### src/rtl/core/mke_pkg.sv
package mke_pkg;

  localparam int NUM_CLASSES = 12;
  localparam int NB          = 20;  // scaled bins lie below 2^NB
  localparam int DW          = 25;  // centered bin, signed
  localparam int PW          = 14;  // centered profile tap, signed
  localparam int DOTW        = 44;
  localparam int NDW         = 54;
  localparam int RW          = 27;
  localparam int DENW        = RW + PW;
  localparam int NUMW        = DOTW + 15;
  localparam int SCW         = 18;

  typedef logic [2:0] cell_op_t;

  localparam cell_op_t OP_HOLD  = 3'd0;
  localparam cell_op_t OP_DECAY = 3'd1;
  localparam cell_op_t OP_ADD   = 3'd2;
  localparam cell_op_t OP_LOAD  = 3'd3;
  localparam cell_op_t OP_SHR   = 3'd4;
  localparam cell_op_t OP_SHL   = 3'd5;
  localparam cell_op_t OP_ROT   = 3'd6;
  localparam cell_op_t OP_CTR   = 3'd7;

  typedef struct packed {
    cell_op_t              op;
    logic [15:0]           decay;
    logic [16:0]           weight;
    logic [3:0]            pc;
    logic signed [DW-1:0]  sum;
  } mke_cell_ctl_t;

  // probe-tone profiles x100, centered as 12*p - sum(p)
  localparam logic signed [PW-1:0] PROF_MAJ [NUM_CLASSES] = '{
    14'sd3441, -14'sd1503, -14'sd3,    -14'sd1383, 14'sd1077, 14'sd729,
    -14'sd1155, 14'sd2049, -14'sd1311, 14'sd213,   -14'sd1431, -14'sd723
  };
  localparam logic signed [PW-1:0] PROF_MIN [NUM_CLASSES] = '{
    14'sd3145, -14'sd1235, -14'sd227,  14'sd2005,  -14'sd1331, -14'sd215,
    -14'sd1403, 14'sd1249, 14'sd325,   -14'sd1223, -14'sd443,  -14'sd647
  };

  function automatic logic signed [PW-1:0] prof_tap(input logic minor,
                                                    input logic [3:0] idx);
    return minor ? PROF_MIN[idx] : PROF_MAJ[idx];
  endfunction

  function automatic int prof_sq_sum(input logic minor);
    int s;
    int p;
    s = 0;
    for (int i = 0; i < NUM_CLASSES; i++) begin
      p = minor ? int'(PROF_MIN[i]) : int'(PROF_MAJ[i]);
      s = s + p * p;
    end
    return s;
  endfunction

  function automatic int isqrt_c(input int val);
    int v;
    int r;
    int b;
    v = val;
    r = 0;
    b = 1 << 30;
    for (int i = 0; i < 16; i++) begin
      if (v >= r + b) begin
        v = v - (r + b);
        r = (r >> 1) + b;
      end else begin
        r = r >> 1;
      end
      b = b >> 2;
    end
    return r;
  endfunction

  localparam logic [PW-1:0] PN_MAJ = PW'(isqrt_c(prof_sq_sum(1'b0)));
  localparam logic [PW-1:0] PN_MIN = PW'(isqrt_c(prof_sq_sum(1'b1)));

  function automatic logic [3:0] mod12(input logic [7:0] x);
    logic [7:0] t;
    t = x;
    if (t >= 8'd96) t = t - 8'd96;
    if (t >= 8'd48) t = t - 8'd48;
    if (t >= 8'd24) t = t - 8'd24;
    if (t >= 8'd12) t = t - 8'd12;
    return t[3:0];
  endfunction

endpackage

### src/rtl/core/mke_cell.sv
module mke_cell
  import mke_pkg::*;
#(
  parameter int         BW  = 32,
  parameter int         SW  = 32,
  parameter logic [3:0] IDX = 4'd0
) (
  input  logic          clk,
  input  logic          rst_n,
  input  mke_cell_ctl_t ctl,
  input  logic [SW-1:0] nbr,
  output logic [SW-1:0] scr
);

  logic [BW-1:0]        bin_r, bin_nxt;
  logic [SW-1:0]        scr_r, scr_nxt;
  logic [BW+15:0]       prod;
  logic [BW:0]          add_s;
  logic [23:0]          tw;
  logic signed [DW-1:0] d;

  assign prod  = {16'd0, bin_r} * {{BW{1'b0}}, ctl.decay};
  assign add_s = {1'b0, bin_r} + (BW+1)'(ctl.weight);
  assign tw    = {4'd0, scr_r[NB-1:0]} * 24'd12;
  assign d     = $signed({1'b0, tw}) - ctl.sum;
  assign scr   = scr_r;

  always_comb begin
    bin_nxt = bin_r;
    scr_nxt = scr_r;
    unique case (ctl.op)
      OP_HOLD:  ;
      OP_DECAY: bin_nxt = prod[BW+15:16];
      OP_ADD: begin
        if (ctl.pc == IDX) begin
          bin_nxt = add_s[BW] ? {BW{1'b1}} : add_s[BW-1:0];
        end
      end
      OP_LOAD:  scr_nxt = SW'(bin_r);
      OP_SHR:   scr_nxt = scr_r >> 1;
      OP_SHL:   scr_nxt = scr_r << 1;
      OP_ROT:   scr_nxt = nbr;
      OP_CTR:   scr_nxt = SW'(d);
    endcase
  end

  always_ff @(posedge clk) begin
    if (!rst_n) begin
      bin_r <= '0;
    end else begin
      bin_r <= bin_nxt;
    end
    scr_r <= scr_nxt;
  end

endmodule

### config.mk
export PLATFORM = sky130hd
export DESIGN_NAME = mke_cell
export DESIGN_NICKNAME = d
export VERILOG_FILES = /design/src/rtl/core/mke_pkg.sv /design/src/rtl/core/mke_cell.sv
export SDC_FILE = /design/constraint.sdc
export NUM_CORES = 1
export LEC_CHECK = 0
export ABC_CLOCK_PERIOD_IN_PS = 13700
export BUFFER_PORTS_ARGS = -buffer_cell sky130_fd_sc_hd__buf_4
export CAP_MARGIN = 15
export CORE_ASPECT_RATIO = 1.1
export CORE_UTILIZATION = 35
export DETAILED_ROUTE_END_ITERATION = 6
export GPL_TIMING_DRIVEN = 0
export HOLD_SLACK_MARGIN = 0.15
export PLACE_DENSITY_LB_ADDON = 0.08
export SLEW_MARGIN = 30
export SYNTH_ARGS = -nofsm -noshare
export SYNTH_HDL_FRONTEND = slang
export SYNTH_SLANG_ARGS = --single-unit
### constraint.sdc
create_clock -name clk -period 13.7 [get_ports clk]
set_clock_uncertainty 0.1 [all_clocks]
set_input_delay 0.685 -clock clk [delete_from_list [all_inputs] [get_ports clk]]
set_output_delay 0.685 -clock clk [all_outputs]
set_load 0.02 [all_outputs]
==> metrics.md, run 1 <==
| Metric | Value |
|---|---|
| Final RePlAce weighted congestion | `0.8783` |
| Sequential share of the synthesized area | `0.07361` |
| Overflow after GRT | `0` |
| EDFF count, synth | `32` |
| DRT Pass-1 Iters | `5` |
| DRC violations left | `0` |
| Top post-synthesis cells by area | `fa_1, ha_1, inv_1` |
| Power Dens Cells | `113.6 mW/mm²` |
| WHS | `565.3 ps` |
| Maximum fanout along the worst path | `10` |
| LEAKAGE | `0.01147 µW` |
| Relative slew slack | `0.3718` |
| Layout cells sized above 1 | `0.06788` |
| Cells after Synth | `2,550` |
| Die H | `roughly 260 µm` |
| Worst path arrival time | `8310 ps` |
| Io pins | `131` |
| Worst reg2reg endpoint | `bin_r[31]` |
| DR vias/cell | `5.142` |
| First-pass GRT wire length | `roughly 120,000 µm` |
| Worst-Margin Slew | `942.2 ps` |
| WP data required | `13,800 ps` |
| Via count | `18.11k` |
| Status | `finished clean` |
| Core area | `0.06122 mm²` |
| Worst setup EP type | `register` |
| Worst Setup SP | `bin_r[17]` |
| Iter 0 DRT Violations | `1,018` |
| Dominant cell type by area after synthesis | `fa_1` |
| Max Freq | `121.8 MHz` |
| Worst Slack Setup Final | `approximately 5500 ps` |
| Final Setup Violations | `0` |
| Max cap viols | `0` |
| Per-cell routed wire length | `~21 µm` |
| Reg2reg setup slack | `5490 ps` |
| Clk slew on worst S/H paths | `60 ps` |
| Final hold vios | `0` |
| CP Launch Type | `register` |
| Hold path endpoint | `bin_r[0]` |
| Setup CP Type | `register to register` |
| Worst R2R Path Depth | `24` |
| Ratio of final minimum period to clock period | `0.5991` |
| Die area | `0.06317 mm²` |
| Synth Warn # | `0` |
| Hold Crit Class | `register to register` |
| # rows | `95` |
| Area grow syn2layout | `10.84%` |
| Total global-route track usage | `0.2462` |
| Die Span X | `239.7 µm` |
| Worst slack, placed | `5435 ps` |
| CTS root buffer | `clkbuf_16` |
| Initial Util | `0.3554` |
| Synth cell types | `77` |
| Post-CTS resize count | `0` |
| CTS tree | `yes` |
| Initial antenna violation count | `6` |
| Hold path depth | `2` |
| Reg2reg start | `bin_r[17]` |
| Async set or reset register ratio after synthesis | `0` |
| Number of global-route vias before repair | `19.57k` |
| H-Tree Depth | `3` |
| Setup TNS Final | `0 ps` |
| Final Routed Wirelength | `75,100 µm` |
| Clock Latency Late Sink | `between 300 and 400 ps` |
| DP Wirelength | `62,210 µm` |
| RSZ-0062 raised after global routing | `false` |
| Largest net degree at the start of global routing | `33` |
| Hold Startpoint | `bin_r[0]` |
| Clk sinks | `64` |
| Final Max Slew Viols | `0` |
| Fin crit period | `8207 ps` |
| Hold_buf cts | `0` |
| Final Util | `0.3940` |
| Yosys reg bits | `64` |
| IO Port Bufs | `129` |
| Syn Area/Cell | `8.533 µm²` |
| Post-synth net total | `3,245` |
| Worst-case clock buffer depth | `2` |
| Routed Antenna Nets | `0` |
| Maximum VDD drop | `62.82 µV` |
| Top-count cell post-synth | `inv_1` |
| Post-CTS setup buffers | `0` |
| Fillers | `6,356` |
| Synth Flop Type | `edfxtp_1` |
| Top cells by count, synth | `inv_1, fa_1, nand2_1` |
| Final nets | `3,386` |
| Top cell type's share of synthesized area | `0.3855` |
| Synthesized area | `0.02176 mm²` |
| Total CTS buffers | `9` |
report_power, final:
| group | total (µW) | internal [µW] | switching [µW] |
|---|---|---|---|
| logic | 2180 | 883 | 1290 |
| registers | 296 | 234 | 62.0 |
| clock network | 267 | 171 | 96.6 |
cells in the final DEF, fill, tap and decap left out, types with 5 or more instances in the layout:
| master | Yosys | final |
|---|---|---|
| and3_1 | 8 | 8 |
| o221ai_1 | 9 | 9 |
| mux2i_1 | 22 | 22 |
| nand2b_1 | 9 | 9 |
| or3_1 | 8 | 8 |
| edfxtp_1 | 32 | 32 |
| o211ai_1 | 22 | 22 |
| xnor2_1 | 43 | 43 |
| ha_1 | 177 | 177 |
| nor3_1 | 12 | 12 |
| nand4_1 | 10 | 10 |
| xor2_1 | 34 | 34 |
| a31oi_1 | 12 | 11 |
| fa_1 | 419 | 419 |
| o21ai_0 | 89 | 89 |
| nand3_1 | 25 | 25 |
| clkbuf_16 | 0 | 10 |
| nor2b_1 | 25 | 25 |
| nand2_1 | 386 | 386 |
| and2_1 | 208 | 208 |
| o22a_1 | 8 | 8 |
| o21ai_1 | 7 | 7 |
| nor2_1 | 66 | 66 |
| o21bai_1 | 11 | 11 |
| o21a_1 | 15 | 15 |
| buf_4 | 1 | 131 |
| buf_1 | 7 | 7 |
| dfxtp_1 | 32 | 32 |
| a221oi_1 | 5 | 5 |
| inv_1 | 488 | 488 |
| a21oi_1 | 115 | 115 |
| a21o_1 | 38 | 37 |
| a211oi_1 | 7 | 7 |
| clkbuf_1 | 122 | 121 |
| a21boi_0 | 10 | 10 |
metal layers:
metal	vias up	track usage	share of wire
met5	-	0	0
met4	0	0.06791	0.029
met3	107	0.02003	0.041
met2	436	0.4352	0.51
met1	9345	0.3195	0.42
li1	8218	-	-
per-stage QoR:
| stage | area, µm² | cells | total power, µW |
|---|---|---|---|
| floorplan | 21760 | 2550 | 1791 |
| global placement | 23760 | 3503 | 2469 |
| detailed placement | 23770 | 3504 | 2478 |
| CTS | 24110 | 3520 | 2770 |
| global route | 24120 | 3521 | 3035 |
| finish | 24120 | 3521 | 2739 |
worst max-delay path by stage:
stage | end | slack (ps) | cells after the start
after floorplan | bin_r[31] | 7070 | 23
after global placement | bin_r[31] | 5410 | 24
after detailed placement | bin_r[31] | 5440 | 24
after CTS | bin_r[31] | 5370 | 24
after global routing | bin_r[31] | 5130 | 24
final | bin_r[31] | 5490 | 24
final cells by class:
type / instances / area, µm² / area share
clock inverters: 6 / 90.09 / 0.003735
well taps: 824 / 1031 / 0.04275
diodes: 1 / 2.502 / 0.0001038
inverters: 488 / 1832 / 0.07595
clock buffers: 10 / 250.2 / 0.01038
multi-input cells: 1865 / 17820 / 0.7388
flip-flops and latches: 64 / 1602 / 0.06641
plain buffers: 133 / 516.7 / 0.02143
repair buffers: 130 / 975.9 / 0.04047
worst max-delay path, cell delays in order (launching register included):
cell and delay [ps]:
dfxtp_1 360, clkbuf_1 620, clkbuf_1 610, nand2_1 170, fa_1 550, fa_1 510, fa_1 520, inv_1 50
fa_1 510, fa_1 510, inv_1 60, fa_1 550, inv_1 60, ha_1 350, nand3_1 130, nor3_2 330
o2111ai_2 230, a21oi_2 300, nor4b_2 110, a211oi_4 450, a21oi_4 140, a311oi_4 390, a211oi_2 150, mux2i_1 190
a21oi_1 100
cells by family after synthesis:
group | count (synthesis) | share of synthesized area
DFF | 64 | 0.07361
buffers and inverters | 621 | 0.1079
xor gates and xnor gates | 77 | 0.03099
AOI/OAI and AO/OA | 391 | 0.1172
adders and majority gates | 596 | 0.4873
and+or+nand+nor | 776 | 0.1703
muxes | 25 | 0.01271
flip-flops by register name, summed over array words and instances, names as in the netlist:
name and flops:
scr 32, bin_r 32
No activity file was read; power rests on OpenSTA's default activity.
==> inputs of run 2 (changes only) <==
--- a/config.mk
+++ b/config.mk
@@ -5,7 +5,7 @@
 export SDC_FILE = /design/constraint.sdc
 export NUM_CORES = 1
 export LEC_CHECK = 0
-export ABC_CLOCK_PERIOD_IN_PS = 13700
+export ABC_CLOCK_PERIOD_IN_PS = 6700
 export BUFFER_PORTS_ARGS = -buffer_cell sky130_fd_sc_hd__buf_4
 export CAP_MARGIN = 15
 export CORE_ASPECT_RATIO = 1.1
==> constraint.sdc (replaced) <==
create_clock -name clk -period 6.7 [get_ports clk]
set_clock_uncertainty 0.1 [all_clocks]
set_input_delay 0.335 -clock clk [delete_from_list [all_inputs] [get_ports clk]]
set_output_delay 0.335 -clock clk [all_outputs]
set_load 0.02 [all_outputs]
==> metrics.md, run 2 (synthesis results as in run 1) <==
| Metric | Value |
|---|---|
| Die H | `263.5 µm (unchanged)` |
| Critical Path Slowest Stage Cell | `fa_2` |
| Per-cell routed wire length | `21.75 µm (+2.0%)` |
| Setup CP Type | `input pin to register` |
| Final Max Slew Viols | `0 (unchanged)` |
| Relative slew slack | `0.4115 (+0.03963)` |
| Core area | `0.06122 mm² (unchanged)` |
| Commonest non-fill, non-tap cell in the layout | `inv_1` |
| Cell Area, Placed | `0.02377 mm² (unchanged)` |
| Worst setup EP type | `register` |
| H-Tree Depth | `3 (unchanged)` |
| Final Setup Violations | `0 (unchanged)` |
| DR vias/cell | `5.127 (-0.29%)` |
| Power Dens Cells | `240.2 mW/mm² (+110%)` |
| Final hold vios | `0 (unchanged)` |
| Hold Crit Class | `input pin to register` |
| DP Cell Count | `3,504 (unchanged)` |
| Die Span X | `239.7 µm (unchanged)` |
| CTS root buffer | `clkbuf_16` |
| Iter 0 DRT Violations | `1,028 (+0.98%)` |
| Final instance area | `0.02566 mm² (+6.4%)` |
| Fillers | `6,253 (-1.6%)` |
| Worst-case clock buffer depth | `2 (unchanged)` |
| Final RePlAce weighted congestion | `0.8783 (unchanged)` |
| Worst path arrival time | `6830 ps (-1480 ps)` |
| First-pass GRT wire length | `119,100 µm (+2.5%)` |
| Maximum VDD drop | `143.2 µV (+130%)` |
| Status | `finished clean` |
| Initial antenna violation count | `5 (-1)` |
| IO Port Bufs | `129 (unchanged)` |
| Io pins | `131 (unchanged)` |
| # rows | `95 (unchanged)` |
| RSZ-0062 raised after global routing | `true` |
| DRC violations left | `0 (unchanged)` |
| Initial Util | `0.3554 (unchanged)` |
| Crit path buf inv count | `6 (+1)` |
| Final nets | `3,440 (+1.6%)` |
| Area grow syn2layout | `17.95%` |
| Total global-route track usage | `0.2545 (+0.008244)` |
| CTS tree | `yes` |
| Die area | `0.06317 mm² (unchanged)` |
| Hold_buf cts | `0 (unchanged)` |
| Fin crit period | `about 6700 ps` |
| Delay of the slowest cell on the worst path | `560 ps (-60 ps)` |
| Post-Layout Cell Count | `3,575 (+1.5%)` |
| Max cap viols | `0 (unchanged)` |
| Via count | `18.33k (+1.2%)` |
| Clk sinks | `64 (unchanged)` |
| Routed Antenna Nets | `0 (unchanged)` |
| CP delay by family, top | `adder cells` |
| Most frequent cells in the layout | `inv_1, fa_1, nand2_1` |
| Total CTS buffers | `9 (unchanged)` |
| Worst-Margin Slew | `882.8 ps (-59.44 ps)` |
| DRT Pass-1 Iters | `5 (unchanged)` |
| Final Routed Wirelength | `77,750 µm (+3.5%)` |
| Largest net degree at the start of global routing | `33 (unchanged)` |
| CP Launch Type | `input pin` |
| Number of global-route vias before repair | `19.91k (+1.7%)` |
| Maximum fanout along the worst path | `10 (unchanged)` |
| Overflow after GRT | `0 (unchanged)` |
| Max Freq | `around 150 MHz` |
| Layout cells sized above 1 | `0.1473 (+0.07939)` |
| DP Wirelength | `62,210 µm (unchanged)` |
| LEAKAGE | `0.01226 µW (+6.9%)` |
| WP data required | `6840 ps (-6960 ps)` |
| Clk slew on worst S/H paths | `60 ps (about the same)` |
| Ratio of final minimum period to clock period | `0.9982` |
| Clock Latency Late Sink | `340 ps (about the same)` |
| CP dominant cell by count | `fa_1` |
## run 2: final cells by class
type	count	area (µm²)	share of cell area
Multi-Input combinational cell	1865	18190	0.7088
Inverter	488	1832	0.07138
Sequential cell	64	1684	0.06562
Timing Repair Buffer	190	1491	0.05812
Buffer	127	1091	0.04251
Tap cell	824	1031	0.04017
Clock buffer	10	250.2	0.009751
Clock inverter	6	90.09	0.003510
Antenna cell	1	2.502	0.00009751
## run 2: path summary, 6_finish.rpt
| path | start | to | slack (ps) | cells after the start |
|---|---|---|---|---|
| hold reg to reg | bin_r[0] | bin_r[0] | 480 | 2 |
| setup reg to reg | bin_r[12] | bin_r[24] | 40 | 25 |
| setup / recovery | ctl[54] | bin_r[24] | 10 | 25 |
| hold / removal | rst_n | bin_r[25] | 290 | 5 |
## run 2: what timing repair did
action | 4_1_cts | 5_1_grt
resized for setup | 240 | 74
pin swaps | 27 | 45
setup endpoints to repair | 32 | 20
setup buffers | 48 | 14
## run 2: report_power, final
part	internal (µW)	leakage [µW]	switching [µW]
clock network	349	0.000164	197
logic	2160	0.0115	2870
registers	484	0.000608	109
total	2990	0.0123	3170
## run 2: per-stage QoR
stage                 util  setup slack [ps]  TNS [ps]  hold WS, ps  total power [µW]
floorplan                -             138.8         0        412.6              3663
detailed placement  0.3884             -1565    -32770        561.6              5067
global placement    0.3881             -1593    -33140        550.9              5050
CTS                 0.4130            -50.67    -92.33        287.7              5936
global route        0.4192            -227.0     -1231        336.2              6806
finish              0.4192             12.08         0        294.9              6164
## run 2: layer usage
layer  GRT usage  up-vias  part of all wire
met4     0.09563        0             0.041
li1            -     8329                 -
met5           0        -                 0
met1      0.3158     9402              0.40
met2      0.4458      479              0.50
met3     0.03303      120             0.050
## run 2: worst reg2reg max path, cell delays in order (launching register included)
cell and delay (ps):
dfxtp_4 380, buf_6 130, and2_4 130, fa_1 540
inv_2 40, fa_1 490, fa_1 510, inv_2 40
fa_1 500, fa_1 550, inv_2 50, fa_2 560
inv_2 60, ha_4 290, nand3_4 70, nor3_4 310
o2111ai_4 210, a21oi_4 260, nor4b_4 80, a211oi_4 250
buf_12 160, nand2_4 70, a311oi_4 300, or2_1 170
nor4_1 50, a311oi_1 270
